--- config.mk ---
export PLATFORM = sky130hd
export DESIGN_NAME = touch_stick_to_dpad_keys_unit
export DESIGN_NICKNAME = d
export VERILOG_FILES = /design/src/hw/rtl/tsdk_pkg.sv /design/src/hw/rtl/tsdk_cfg.sv /design/src/hw/rtl/tsdk_step.sv /design/src/hw/rtl/touch_stick_to_dpad_keys_unit.sv
export VERILOG_INCLUDE_DIRS = /design/src /design/src/hw/rtl
export SDC_FILE = /design/constraint.sdc
export NUM_CORES = 2
export LEC_CHECK = 0
export ABC_AREA = 1
export BUFFER_PORTS_ARGS = -buffer_cell sky130_fd_sc_hd__buf_2
export CORE_AREA = 3 3 320 322
export DETAILED_ROUTE_END_ITERATION = 10
export DIE_AREA = 0 0 323 325
export MAX_ROUTING_LAYER = met4
export SLEW_MARGIN = 20
export SYNTH_ARGS = -nofsm -noshare
export SYNTH_HDL_FRONTEND = slang
export SYNTH_HIERARCHICAL = 1
export SYNTH_SLANG_ARGS = --single-unit
--- constraint.sdc ---
create_clock -name clk -period 34.5 [get_ports clk]
set_input_delay 1.725 -clock clk [delete_from_list [all_inputs] [get_ports clk]]
set_output_delay 1.725 -clock clk [all_outputs]
set_load 0.03 [all_outputs]
--- src/hw/rtl/touch_stick_to_dpad_keys_unit_assert.svh ---
// Assertion macros for the touch stick to direction key unit.
// Define NO_ASSERTIONS to compile every check away.
`ifndef TOUCH_STICK_TO_DPAD_KEYS_UNIT_ASSERT_SVH
`define TOUCH_STICK_TO_DPAD_KEYS_UNIT_ASSERT_SVH

`ifndef NO_ASSERTIONS

// Same-cycle implication: cons must hold whenever ante holds.
`define TSDK_ASSERT_IMP(lbl, clk, rst_n, ante, cons, msg) \
	lbl: assert property (@(posedge clk) disable iff (!rst_n) (ante) |-> (cons)) \
		else $error(msg);

// Next-cycle implication: cons must hold in the cycle after ante.
`define TSDK_ASSERT_NXT(lbl, clk, rst_n, ante, cons, msg) \
	lbl: assert property (@(posedge clk) disable iff (!rst_n) (ante) |=> (cons)) \
		else $error(msg);

`else

`define TSDK_ASSERT_IMP(lbl, clk, rst_n, ante, cons, msg)
`define TSDK_ASSERT_NXT(lbl, clk, rst_n, ante, cons, msg)

`endif

`endif

--- src/hw/rtl/tsdk_pkg.sv ---
package tsdk_pkg;

	localparam int AXIS_BITS_DEFAULT = 16;
	localparam int TIME_BITS_DEFAULT = 32;

	localparam int DZ_W    = 15;
	localparam int WIN_W   = 16;
	localparam int GAIN_W  = 16;
	localparam int DELTA_W = 16;
	localparam int REF_X_W = 18;
	localparam int XD_W    = 20;
	localparam int AIM_W   = 24;
	localparam int ACT_W   = 2;

	localparam logic signed [AIM_W-1:0] AIM_MAX = 24'sd8388607;
	localparam logic signed [AIM_W-1:0] AIM_MIN = -24'sd8388607;

	// APB register map
	localparam int PADDR_W = 4;
	localparam int PDATA_W = 32;
	typedef logic [1:0] reg_idx_t;
	localparam reg_idx_t REG_DEAD_ZONE   = 2'd0;
	localparam reg_idx_t REG_CARVE_WIN   = 2'd1;
	localparam reg_idx_t REG_AIM_GAIN    = 2'd2;

	localparam logic [DZ_W-1:0]   DEAD_ZONE_RST = 15'd3276;
	localparam logic [WIN_W-1:0]  CARVE_WIN_RST = 16'd300;
	localparam logic [GAIN_W-1:0] AIM_GAIN_RST  = 16'd1966;

	// Key flag bits
	localparam int KEY_LEFT  = 0;
	localparam int KEY_RIGHT = 1;
	localparam int KEY_UP    = 2;
	localparam int KEY_DOWN  = 3;
	localparam int KEY_CARVE = 4;
	localparam int KEY_N     = 5;

	// Menu axis lock bits
	localparam int LOCK_H = 0;
	localparam int LOCK_V = 1;

	typedef logic [ACT_W-1:0] act_code_t;
	localparam act_code_t ACT_NONE    = 2'd0;
	localparam act_code_t ACT_PRESS   = 2'd1;
	localparam act_code_t ACT_RELEASE = 2'd2;
	localparam act_code_t ACT_BOTH    = 2'd3;

	localparam act_code_t CARVE_NONE    = 2'd0;
	localparam act_code_t CARVE_PRESS   = 2'd1;
	localparam act_code_t CARVE_RELEASE = 2'd2;

	typedef struct packed {
		logic [DZ_W-1:0]   dead_zone;
		logic [WIN_W-1:0]  carve_window_ms;
		logic [GAIN_W-1:0] aim_gain;
	} cfg_t;

	typedef struct packed {
		logic             touched;
		logic             release_seen;
		logic [KEY_N-1:0] held;
		logic [1:0]       locks;
	} ctrl_t;

	typedef struct packed {
		act_code_t left;
		act_code_t right;
		act_code_t up;
		act_code_t down;
		act_code_t carve;
	} act_t;

	function automatic act_code_t act_code(input logic press, input logic rel);
		act_code_t c;
		case ({rel, press})
			2'b01:   c = ACT_PRESS;
			2'b10:   c = ACT_RELEASE;
			2'b11:   c = ACT_BOTH;
			default: c = ACT_NONE;
		endcase
		return c;
	endfunction

endpackage

--- src/hw/rtl/tsdk_cfg.sv ---
module tsdk_cfg (
	input  logic                          clk,
	input  logic                          arst_n,
	input  logic                          psel,
	input  logic                          penable,
	input  logic                          pwrite,
	input  logic [tsdk_pkg::PADDR_W-1:0]  paddr,
	input  logic [tsdk_pkg::PDATA_W-1:0]  pwdata,
	output logic [tsdk_pkg::PDATA_W-1:0]  prdata,
	output logic                          pready,
	output tsdk_pkg::cfg_t                cfg
);
	import tsdk_pkg::*;

	cfg_t     cfg_q;
	reg_idx_t idx;
	logic     wr_en;

	assign idx    = paddr[PADDR_W-1:2];
	assign wr_en  = psel && penable && pwrite;
	assign pready = 1'b1;
	assign cfg    = cfg_q;

	always_ff @(posedge clk or negedge arst_n) begin
		if (!arst_n) begin
			cfg_q.dead_zone       <= DEAD_ZONE_RST;
			cfg_q.carve_window_ms <= CARVE_WIN_RST;
			cfg_q.aim_gain        <= AIM_GAIN_RST;
		end else if (wr_en) begin
			unique case (idx)
				REG_DEAD_ZONE: cfg_q.dead_zone       <= pwdata[DZ_W-1:0];
				REG_CARVE_WIN: cfg_q.carve_window_ms <= pwdata[WIN_W-1:0];
				REG_AIM_GAIN:  cfg_q.aim_gain        <= pwdata[GAIN_W-1:0];
				default: ;
			endcase
		end
	end

	always_comb begin
		unique case (idx)
			REG_DEAD_ZONE: prdata = PDATA_W'(cfg_q.dead_zone);
			REG_CARVE_WIN: prdata = PDATA_W'(cfg_q.carve_window_ms);
			REG_AIM_GAIN:  prdata = PDATA_W'(cfg_q.aim_gain);
			default:       prdata = '0;
		endcase
	end

endmodule

--- src/hw/rtl/tsdk_step.sv ---
module tsdk_step #(
	parameter int AXIS_BITS = tsdk_pkg::AXIS_BITS_DEFAULT,
	parameter int TIME_BITS = tsdk_pkg::TIME_BITS_DEFAULT
) (
	input  tsdk_pkg::cfg_t                              cfg,
	input  logic signed [AXIS_BITS-1:0]                 pos_x,
	input  logic signed [AXIS_BITS-1:0]                 pos_y,
	input  logic                                        menu_mode,
	input  logic [TIME_BITS-1:0]                        now_ms,
	input  logic [tsdk_pkg::DELTA_W-1:0]                delta_ms,
	input  tsdk_pkg::ctrl_t                             ctrl,
	input  logic signed [tsdk_pkg::REF_X_W-1:0]         ref_x,
	input  logic signed [AXIS_BITS-1:0]                 ref_y,
	input  logic signed [tsdk_pkg::AIM_W-1:0]           aim,
	input  logic [TIME_BITS-1:0]                        stamp,
	output tsdk_pkg::ctrl_t                             ctrl_nxt,
	output logic signed [tsdk_pkg::REF_X_W-1:0]         ref_x_nxt,
	output logic signed [AXIS_BITS-1:0]                 ref_y_nxt,
	output logic signed [tsdk_pkg::AIM_W-1:0]           aim_nxt,
	output logic [TIME_BITS-1:0]                        stamp_nxt,
	output tsdk_pkg::act_t                              act
);
	import tsdk_pkg::*;

	logic                            touched;
	logic [TIME_BITS-1:0]            elapsed;
	logic                            in_window;
	logic signed [XD_W-1:0]          pxe, dze, dz3e, dl, dr;
	logic signed [REF_X_W-1:0]       rx;
	logic signed [AXIS_BITS-1:0]     ry;
	logic signed [AIM_W-1:0]         aim0, aim_c, aim_d, aim_u;
	logic signed [AXIS_BITS:0]       dy;
	logic [AXIS_BITS-1:0]            mag;
	logic [XD_W-1:0]                 mag2, dz5;
	logic                            step_y;
	logic [AXIS_BITS+GAIN_W-1:0]     prod;
	logic [AXIS_BITS-1:0]            qmag;
	logic signed [AIM_W:0]           aim_add, aim_sum, de, a_sub, a_add;
	logic [KEY_N-1:0]                held, press, rel;
	logic [1:0]                      locks;
	act_code_t                       carve;

	assign touched   = (pos_x != '0) || (pos_y != '0);
	assign elapsed   = now_ms - stamp;
	assign in_window = (TIME_BITS+1)'(elapsed) < (TIME_BITS+1)'(cfg.carve_window_ms);
	assign pxe       = XD_W'(pos_x);
	assign dze       = signed'(XD_W'(cfg.dead_zone));
	assign dz3e      = dze + (dze <<< 1);
	assign dz5       = XD_W'({cfg.dead_zone, 2'b00}) + XD_W'(cfg.dead_zone);
	assign de        = signed'((AIM_W+1)'(delta_ms));

	always_comb begin
		held     = ctrl.held;
		locks    = ctrl.locks;
		press    = '0;
		rel      = '0;
		carve    = CARVE_NONE;
		ctrl_nxt = ctrl;
		rx       = ref_x;
		ry       = ref_y;
		aim0     = aim;
		aim_nxt  = aim;
		stamp_nxt = stamp;
		dl = '0; dr = '0; dy = '0; mag = '0; mag2 = '0; step_y = 1'b0;
		prod = '0; qmag = '0; aim_add = '0; aim_sum = '0;
		aim_c = '0; aim_d = '0; aim_u = '0; a_sub = '0; a_add = '0;

		// A held carve key lasts one poll only
		if (held[KEY_CARVE]) begin
			held[KEY_CARVE] = 1'b0;
			carve = CARVE_RELEASE;
		end

		if (!touched) begin
			if (ctrl.touched) begin
				ctrl_nxt.touched      = 1'b0;
				ctrl_nxt.release_seen = 1'b1;
				stamp_nxt             = now_ms;
				held[KEY_DOWN:KEY_LEFT] = '0;
				locks                 = '0;
				rel[KEY_DOWN:KEY_LEFT] = '1;
			end
		end else begin
			if (!ctrl.touched) begin
				ctrl_nxt.touched = 1'b1;
				rx   = REF_X_W'(pxe);
				ry   = pos_y;
				aim0 = '0;
				if (ctrl.release_seen && in_window) begin
					held[KEY_CARVE] = 1'b1;
					carve = CARVE_PRESS;
				end
			end

			// Left, with the reference trailing the stick
			dl = pxe - XD_W'(rx);
			if (dl < -dze) begin
				if (!held[KEY_LEFT]) begin
					held[KEY_LEFT]  = 1'b1;
					locks[LOCK_H]   = 1'b1;
					press[KEY_LEFT] = 1'b1;
				end
				if (dl < -dz3e)
					rx = menu_mode ? REF_X_W'(pxe) : REF_X_W'(pxe + dz3e);
			end else if (held[KEY_LEFT]) begin
				held[KEY_LEFT] = 1'b0;
				rel[KEY_LEFT]  = 1'b1;
			end

			// Right
			dr = pxe - XD_W'(rx);
			if (dr > dze) begin
				if (!held[KEY_RIGHT]) begin
					held[KEY_RIGHT]  = 1'b1;
					locks[LOCK_H]    = 1'b1;
					press[KEY_RIGHT] = 1'b1;
				end
				if (dr > dz3e)
					rx = menu_mode ? REF_X_W'(pxe) : REF_X_W'(pxe - dz3e);
			end else if (held[KEY_RIGHT]) begin
				held[KEY_RIGHT] = 1'b0;
				rel[KEY_RIGHT]  = 1'b1;
			end

			if (menu_mode) begin
				if (locks[LOCK_H])
					ry = pos_y;
				if (locks[LOCK_V])
					rx = REF_X_W'(pxe);
			end

			// Y motion: one step in menu mode, scaled by the gain otherwise
			dy   = (AXIS_BITS+1)'(pos_y) - (AXIS_BITS+1)'(ry);
			mag  = dy[AXIS_BITS] ? AXIS_BITS'(-dy) : AXIS_BITS'(dy);
			mag2 = XD_W'({mag, 1'b0});
			step_y = mag2 > dz5;
			prod = (AXIS_BITS+GAIN_W)'(mag) * (AXIS_BITS+GAIN_W)'(cfg.aim_gain);
			qmag = prod[AXIS_BITS+GAIN_W-1:GAIN_W];
			if (menu_mode) begin
				if (step_y) begin
					aim_add = dy[AXIS_BITS] ? -(AIM_W+1)'(1) : (AIM_W+1)'(1);
					ry = pos_y;
					locks[LOCK_V] = 1'b1;
				end
			end else begin
				aim_add = dy[AXIS_BITS] ? -signed'((AIM_W+1)'(qmag))
				                        : signed'((AIM_W+1)'(qmag));
				ry = pos_y;
			end
			aim_sum = (AIM_W+1)'(aim0) + aim_add;
			if (aim_sum > (AIM_W+1)'(AIM_MAX))
				aim_c = AIM_MAX;
			else if (aim_sum < (AIM_W+1)'(AIM_MIN))
				aim_c = AIM_MIN;
			else
				aim_c = AIM_W'(aim_sum);

			// Decay toward zero; down drives positive, up negative
			a_sub = (AIM_W+1)'(aim_c) - de;
			a_add = (AIM_W+1)'(aim_c) + de;
			aim_d = aim_c;
			if (aim_c > 0) begin
				if (!held[KEY_DOWN]) begin
					held[KEY_DOWN]  = 1'b1;
					press[KEY_DOWN] = 1'b1;
				end
				aim_d = (a_sub < 0) ? '0 : AIM_W'(a_sub);
			end
			if (aim_d <= 0 && held[KEY_DOWN]) begin
				held[KEY_DOWN] = 1'b0;
				rel[KEY_DOWN]  = 1'b1;
			end
			aim_u = aim_d;
			if (aim_d < 0) begin
				if (!held[KEY_UP]) begin
					held[KEY_UP]  = 1'b1;
					press[KEY_UP] = 1'b1;
				end
				aim_u = (a_add > 0) ? '0 : AIM_W'(a_add);
			end
			if (aim_u >= 0 && held[KEY_UP]) begin
				held[KEY_UP] = 1'b0;
				rel[KEY_UP]  = 1'b1;
			end
			aim_nxt = aim_u;
		end

		ctrl_nxt.held  = held;
		ctrl_nxt.locks = locks;
		ref_x_nxt      = rx;
		ref_y_nxt      = ry;

		act.left  = act_code(press[KEY_LEFT],  rel[KEY_LEFT]);
		act.right = act_code(press[KEY_RIGHT], rel[KEY_RIGHT]);
		act.up    = act_code(press[KEY_UP],    rel[KEY_UP]);
		act.down  = act_code(press[KEY_DOWN],  rel[KEY_DOWN]);
		act.carve = carve;
	end

endmodule

--- src/hw/rtl/touch_stick_to_dpad_keys_unit.sv ---
// Touch stick to direction keys.
// Poll channel: pos_x, pos_y, menu_mode, now_ms and delta_ms move as one
// transaction when poll_valid is high and poll_stall is low. Key channel:
// one transaction of five action codes (left, right, up, down, carve) per
// poll, taken when key_valid is high and key_stall is low.
// A taken poll is loaded into the input register, and its keys are
// registered in the result register, which drives the key channel.
// Throughput: one poll per cycle while no result waits under key_stall.
// The whole step (dead zone compares, the 16x16 aim gain multiply, aim
// clamp and decay) is combinational between the input register and the
// key register, with the stick state updated at the same edge the result
// is registered.
// Stall: while key_stall holds a pending result, the input register holds
// its poll and poll_stall rises; a new poll is still taken while a result
// waits, as long as the input register is free.
// Reset (arst_n low): both registers empty, all keys released, references
// and aim counter zero, no release seen, configuration at its defaults.
// Configuration: APB, dead_zone at 0x0, carve_window_ms at 0x4, aim_gain at
// 0x8; write only while no poll is in flight.
`include "touch_stick_to_dpad_keys_unit_assert.svh"

module touch_stick_to_dpad_keys_unit #(
	parameter int AXIS_BITS = tsdk_pkg::AXIS_BITS_DEFAULT,
	parameter int TIME_BITS = tsdk_pkg::TIME_BITS_DEFAULT
) (
	input  logic                              clk,
	input  logic                              arst_n,
	// APB configuration port
	input  logic                              psel,
	input  logic                              penable,
	input  logic                              pwrite,
	input  logic [tsdk_pkg::PADDR_W-1:0]      paddr,
	input  logic [tsdk_pkg::PDATA_W-1:0]      pwdata,
	output logic [tsdk_pkg::PDATA_W-1:0]      prdata,
	output logic                              pready,
	// Poll channel
	input  logic                              poll_valid,
	output logic                              poll_stall,
	input  logic signed [AXIS_BITS-1:0]       pos_x,
	input  logic signed [AXIS_BITS-1:0]       pos_y,
	input  logic                              menu_mode,
	input  logic [TIME_BITS-1:0]              now_ms,
	input  logic [tsdk_pkg::DELTA_W-1:0]      delta_ms,
	// Key channel
	output logic                              key_valid,
	input  logic                              key_stall,
	output logic [tsdk_pkg::ACT_W-1:0]        left_action,
	output logic [tsdk_pkg::ACT_W-1:0]        right_action,
	output logic [tsdk_pkg::ACT_W-1:0]        up_action,
	output logic [tsdk_pkg::ACT_W-1:0]        down_action,
	output logic [tsdk_pkg::ACT_W-1:0]        carve_action
);
	import tsdk_pkg::*;

	cfg_t cfg;

	// Input register
	logic                          valid_s1;
	logic signed [AXIS_BITS-1:0]   pos_x_s1, pos_y_s1;
	logic                          menu_s1;
	logic [TIME_BITS-1:0]          now_s1;
	logic [DELTA_W-1:0]            delta_s1;

	// Result register
	logic                          valid_s2;
	act_t                          act_s2;

	// Stick state
	ctrl_t                         ctrl_q, ctrl_nxt;
	logic signed [REF_X_W-1:0]     ref_x_q, ref_x_nxt;
	logic signed [AXIS_BITS-1:0]   ref_y_q, ref_y_nxt;
	logic signed [AIM_W-1:0]       aim_q, aim_nxt;
	logic [TIME_BITS-1:0]          stamp_q, stamp_nxt;
	act_t                          step_act;

	logic                          adv_s1;
	logic                          poll_fire;
	logic                          step_fire;

	// The input register moves on whenever the result register is free or
	// its transaction is being taken.
	assign adv_s1     = !valid_s2 || !key_stall;
	assign poll_stall = valid_s1 && !adv_s1;
	assign poll_fire  = poll_valid && !poll_stall;
	assign step_fire  = valid_s1 && adv_s1;

	tsdk_cfg u_cfg (
		.clk     (clk),
		.arst_n  (arst_n),
		.psel    (psel),
		.penable (penable),
		.pwrite  (pwrite),
		.paddr   (paddr),
		.pwdata  (pwdata),
		.prdata  (prdata),
		.pready  (pready),
		.cfg     (cfg)
	);

	tsdk_step #(
		.AXIS_BITS (AXIS_BITS),
		.TIME_BITS (TIME_BITS)
	) u_step (
		.cfg       (cfg),
		.pos_x     (pos_x_s1),
		.pos_y     (pos_y_s1),
		.menu_mode (menu_s1),
		.now_ms    (now_s1),
		.delta_ms  (delta_s1),
		.ctrl      (ctrl_q),
		.ref_x     (ref_x_q),
		.ref_y     (ref_y_q),
		.aim       (aim_q),
		.stamp     (stamp_q),
		.ctrl_nxt  (ctrl_nxt),
		.ref_x_nxt (ref_x_nxt),
		.ref_y_nxt (ref_y_nxt),
		.aim_nxt   (aim_nxt),
		.stamp_nxt (stamp_nxt),
		.act       (step_act)
	);

	// Input register control: load on a taken poll, hold while stalled
	always_ff @(posedge clk or negedge arst_n) begin
		if (!arst_n) begin
			valid_s1 <= 1'b0;
		end else if (!valid_s1 || adv_s1) begin
			valid_s1 <= poll_valid;
		end
	end

	// Input register payload
	always_ff @(posedge clk) begin
		if (poll_fire) begin
			pos_x_s1 <= pos_x;
			pos_y_s1 <= pos_y;
			menu_s1  <= menu_mode;
			now_s1   <= now_ms;
			delta_s1 <= delta_ms;
		end
	end

	// Result register control
	always_ff @(posedge clk or negedge arst_n) begin
		if (!arst_n) begin
			valid_s2 <= 1'b0;
		end else if (adv_s1) begin
			valid_s2 <= valid_s1;
		end
	end

	// Result register payload
	always_ff @(posedge clk) begin
		if (step_fire) begin
			act_s2 <= step_act;
		end
	end

	// Stick state advances with each poll as its result is registered
	always_ff @(posedge clk or negedge arst_n) begin
		if (!arst_n) begin
			ctrl_q  <= '0;
			ref_x_q <= '0;
			ref_y_q <= '0;
			aim_q   <= '0;
			stamp_q <= '0;
		end else if (step_fire) begin
			ctrl_q  <= ctrl_nxt;
			ref_x_q <= ref_x_nxt;
			ref_y_q <= ref_y_nxt;
			aim_q   <= aim_nxt;
			stamp_q <= stamp_nxt;
		end
	end

	assign key_valid    = valid_s2;
	assign left_action  = act_s2.left;
	assign right_action = act_s2.right;
	assign up_action    = act_s2.up;
	assign down_action  = act_s2.down;
	assign carve_action = act_s2.carve;

	// A stalled poll stays put in the input register
	`TSDK_ASSERT_NXT(a_s1_hold, clk, arst_n, valid_s1 && !adv_s1, valid_s1 && $stable(pos_x_s1) && $stable(now_s1), "stalled poll lost or changed")
	// The aim counter never leaves its saturation range
	`TSDK_ASSERT_IMP(a_aim_range, clk, arst_n, 1'b1, (aim_q <= AIM_MAX) && (aim_q >= AIM_MIN), "aim counter out of range")
	// Menu axis locks only live while the stick is touched
	`TSDK_ASSERT_IMP(a_locks_idle, clk, arst_n, !ctrl_q.touched, ctrl_q.locks == '0, "axis lock set while untouched")
	// A carve press leaves the carve key held for exactly the next poll
	`TSDK_ASSERT_NXT(a_carve_held, clk, arst_n, step_fire && (step_act.carve == CARVE_PRESS), ctrl_q.held[KEY_CARVE], "carve press not held")

endmodule
==> impl_metrics.env <==
export IMPL_route_detailed_drc=0
export IMPL_synth_most_common_cell="nand2_1"
export IMPL_stdcell_count=6282
export IMPL_syn_to_final_growth_pct=7.21
export IMPL_port_buffers=133
export IMPL_netlist_top_cells_count="nand2_1 (1,374), inv_1 (731), ha_1 (409)"
export IMPL_status="completed"
export IMPL_ios=169
export IMPL_reg2reg_setup_slack_ns=4.82
export IMPL_rsz0062_at_grt="false"
export IMPL_critPathMostFrequentCell="nand2_1"
export IMPL_fin_crit_sh=0.860
export IMPL_yosys_area_top_type_share=0.148
export IMPL_cts_root_buf="clkbuf_16"
export IMPL_rows=116
export IMPL_hold_path_class="flip-flop to flip-flop"
export IMPL_multi_input_area_sq_um=24600
export IMPL_synthTopCellsByArea="nand2_1 (15%), ha_1 (15%), fa_1 (12%)"
export IMPL_grt_overflow_total=0
export IMPL_start_util=0.349
export IMPL_synth_avg_cell_area_sq_um=7.06
export IMPL_synth_flop_cell="dfrtp_1"
export IMPL_die_x_microns=323
export IMPL_required_ns=35.02
export IMPL_antenna_found_initial=3
export IMPL_grt_start_max_net_pins=80
export IMPL_ctsLongestPathBuffers=3
export IMPL_critical_path_arrival_ns=30.20
export IMPL_synth_area_sq_um=34800
export IMPL_avgViaCountPerCell=5.07
export IMPL_finalMaxSlewViolations=0
export IMPL_cpPeakStageDelay_ns=0.69
export IMPL_setup_viol=0
export IMPL_gp_routability_congestion=0.933
export IMPL_critPathKind="flip-flop to flip-flop"
export IMPL_cts_sinks=239
export IMPL_period_needed_ns=29.68
export IMPL_relSlewSlack=0.366
export IMPL_cp_max_fo=36
export IMPL_cts_hold_buf=0
export IMPL_ant_nets=0
export IMPL_drive_gt1_frac=0.0688
export IMPL_cts_resized=0
export IMPL_placed_cells=6228
export IMPL_drtIter0Drc=2073
export IMPL_nets=5696
export IMPL_ys_warn_count=6
export IMPL_fill_cells=10500
export IMPL_cts_buffers=28
export IMPL_yosys_cell_types_count=69
export IMPL_fmax_mhz=33.7
export IMPL_first_pass_iters=6
export IMPL_place_hpwl_mm=83.1
export IMPL_tightest_slew_ns=0.951
export IMPL_ys_async_sr_fraction=0.619
export IMPL_crit_slowest_cell="nand2_1"
export IMPL_vias=31800
export IMPL_start_kind="flip-flop"
export IMPL_cap_violations=0
export IMPL_register_area_sq_um=6460
export IMPL_cts_tree="done"
export IMPL_core_area_sq_um=99900
export IMPL_htreeDepth=1
export IMPL_grt_pass1_wl_mm=167
export IMPL_die_y_microns=325
export IMPL_wl_mm=105
export IMPL_grt_pass1_vias=31000
export IMPL_fp_dieArea_sq_um=105000
export IMPL_clkTransAtPathRegs_ns=0.06
export IMPL_wire_per_inst_microns=16.7
export IMPL_worst_setup_path_end_kind="flip-flop"
export IMPL_tns_ns=0
export IMPL_track_usage=0.203
export IMPL_cts_setup_buffers=0
export IMPL_ys_ff_latch=239
export IMPL_seq_area_frac_synth=0.185
export IMPL_fin_skew_ns=0.0138
export IMPL_synth_edf_count=91
export IMPL_clk_latency_ns=0.59
export IMPL_hold_viol=0
export IMPL_synth_cells=4931
export IMPL_synth_top_area_cell="nand2_1"
## per-stage QoR
stage / hold slack (ns) / cell area (sq um) / util / setup WS, ns
final: 0.471 / 37300 / 0.374 / 4.82
after global routing: 0.493 / 37300 / 0.374 / 2.23
after CTS: 0.472 / 37300 / 0.374 / 4.98
after detailed placement: 0.458 / 36300 / 0.364 / 5.06
after global placement: 0.452 / 36300 / 0.364 / 5.24
after floorplan: 0.436 / 34900 / - / 10.44
## flip-flops by register name, summed over array words and instances, names as in the netlist
register	count
now_s1	32
pos_y_s1	16
stamp_q	32
right_action	2
aim_q	24
down_action	2
key_valid	1
ctrl_q	9
up_action	2
u_cfg/cfg	47
delta_s1	16
carve_action	2
pos_x_s1	16
ref_x_q	18
left_action	2
menu_s1	1
ref_y_q	16
valid_s1	1
## layer usage
metal	part of all wire	track usage	vias up
li1	-	-	15800
met1	0.45	0.266	15100
met2	0.48	0.342	797
met3	0.046	0.0162	124
met4	0.022	0.0455	0
met5	0	-	-
## layout make-up
cell class,instances,share of cell area
Multi-Input combinational cell,3784,0.658
Sequential cell,239,0.173
Inverter,754,0.0760
Tap cell,1298,0.0435
Timing Repair Buffer,153,0.0223
Clock buffer,34,0.0199
Clock inverter,18,0.00670
Antenna cell,2,0.000134
## cell families after synthesis
| logic type | share of synthesized area |
|---|---|
| and+or+nand+nor | 0.274 |
| muxes | 0.00316 |
| AOI/OAI and AO/OA | 0.112 |
| buffers and inverters | 0.111 |
| adders and majority gates | 0.264 |
| DFF | 0.185 |
| other | 0.000216 |
| xor gates and xnor gates | 0.0510 |
## layout by cell type, fill, tap and decap left out, types with 17 or more instances in the layout
master,n
fa_1,203
nand3_1,290
a21oi_1,277
edfxtp_1,91
nand4_1,50
xnor2_1,35
o21bai_1,35
buf_2,132
nor3_1,36
xor2_1,164
o21ai_0,244
buf_4,19
a31oi_1,26
inv_1,729
o211ai_1,20
clkbuf_16,28
nand2_1,1374
nor2_1,364
nand2_2,39
o21a_1,19
conb_1,17
dfstp_2,18
ha_1,409
dfrtp_1,128
## critical path, delay by kind of cell (launching register included)
kind                     cells  cell delay (ns)
AO/OA/AOI/OAI               41             8.03
multiplexers                 1             0.32
AND/OR/NAND/NOR             63             9.51
flip-flops                   1             0.65
buffers and inverters       20             3.08
adder cells (fa/ha/maj)     16             6.54
XOR/XNOR                     5             1.41
## final timing paths
path,from,endpoint,cells past startpoint
setup / recovery,pos_x_s1[1]$_DFFE_PP_,aim_q[3]$_DFFE_PN0P_,146
hold / removal,ref_x_q[5]$_DFFE_PN0P_,ref_x_q[5]$_DFFE_PN0P_,2
setup reg to reg,pos_x_s1[1]$_DFFE_PP_,aim_q[3]$_DFFE_PN0P_,146
hold reg to reg,ref_x_q[5]$_DFFE_PN0P_,ref_x_q[5]$_DFFE_PN0P_,2
max in group asynchronous,arst_n,u_cfg/cfg[13]$_DFFE_PN0P_,2
min in group asynchronous,arst_n,stamp_q[29]$_DFFE_PN0P_,1
Power is left out: the tool's default activity adds up to more than one toggle a clock period on the data nets, which glitch-free logic cannot reach.
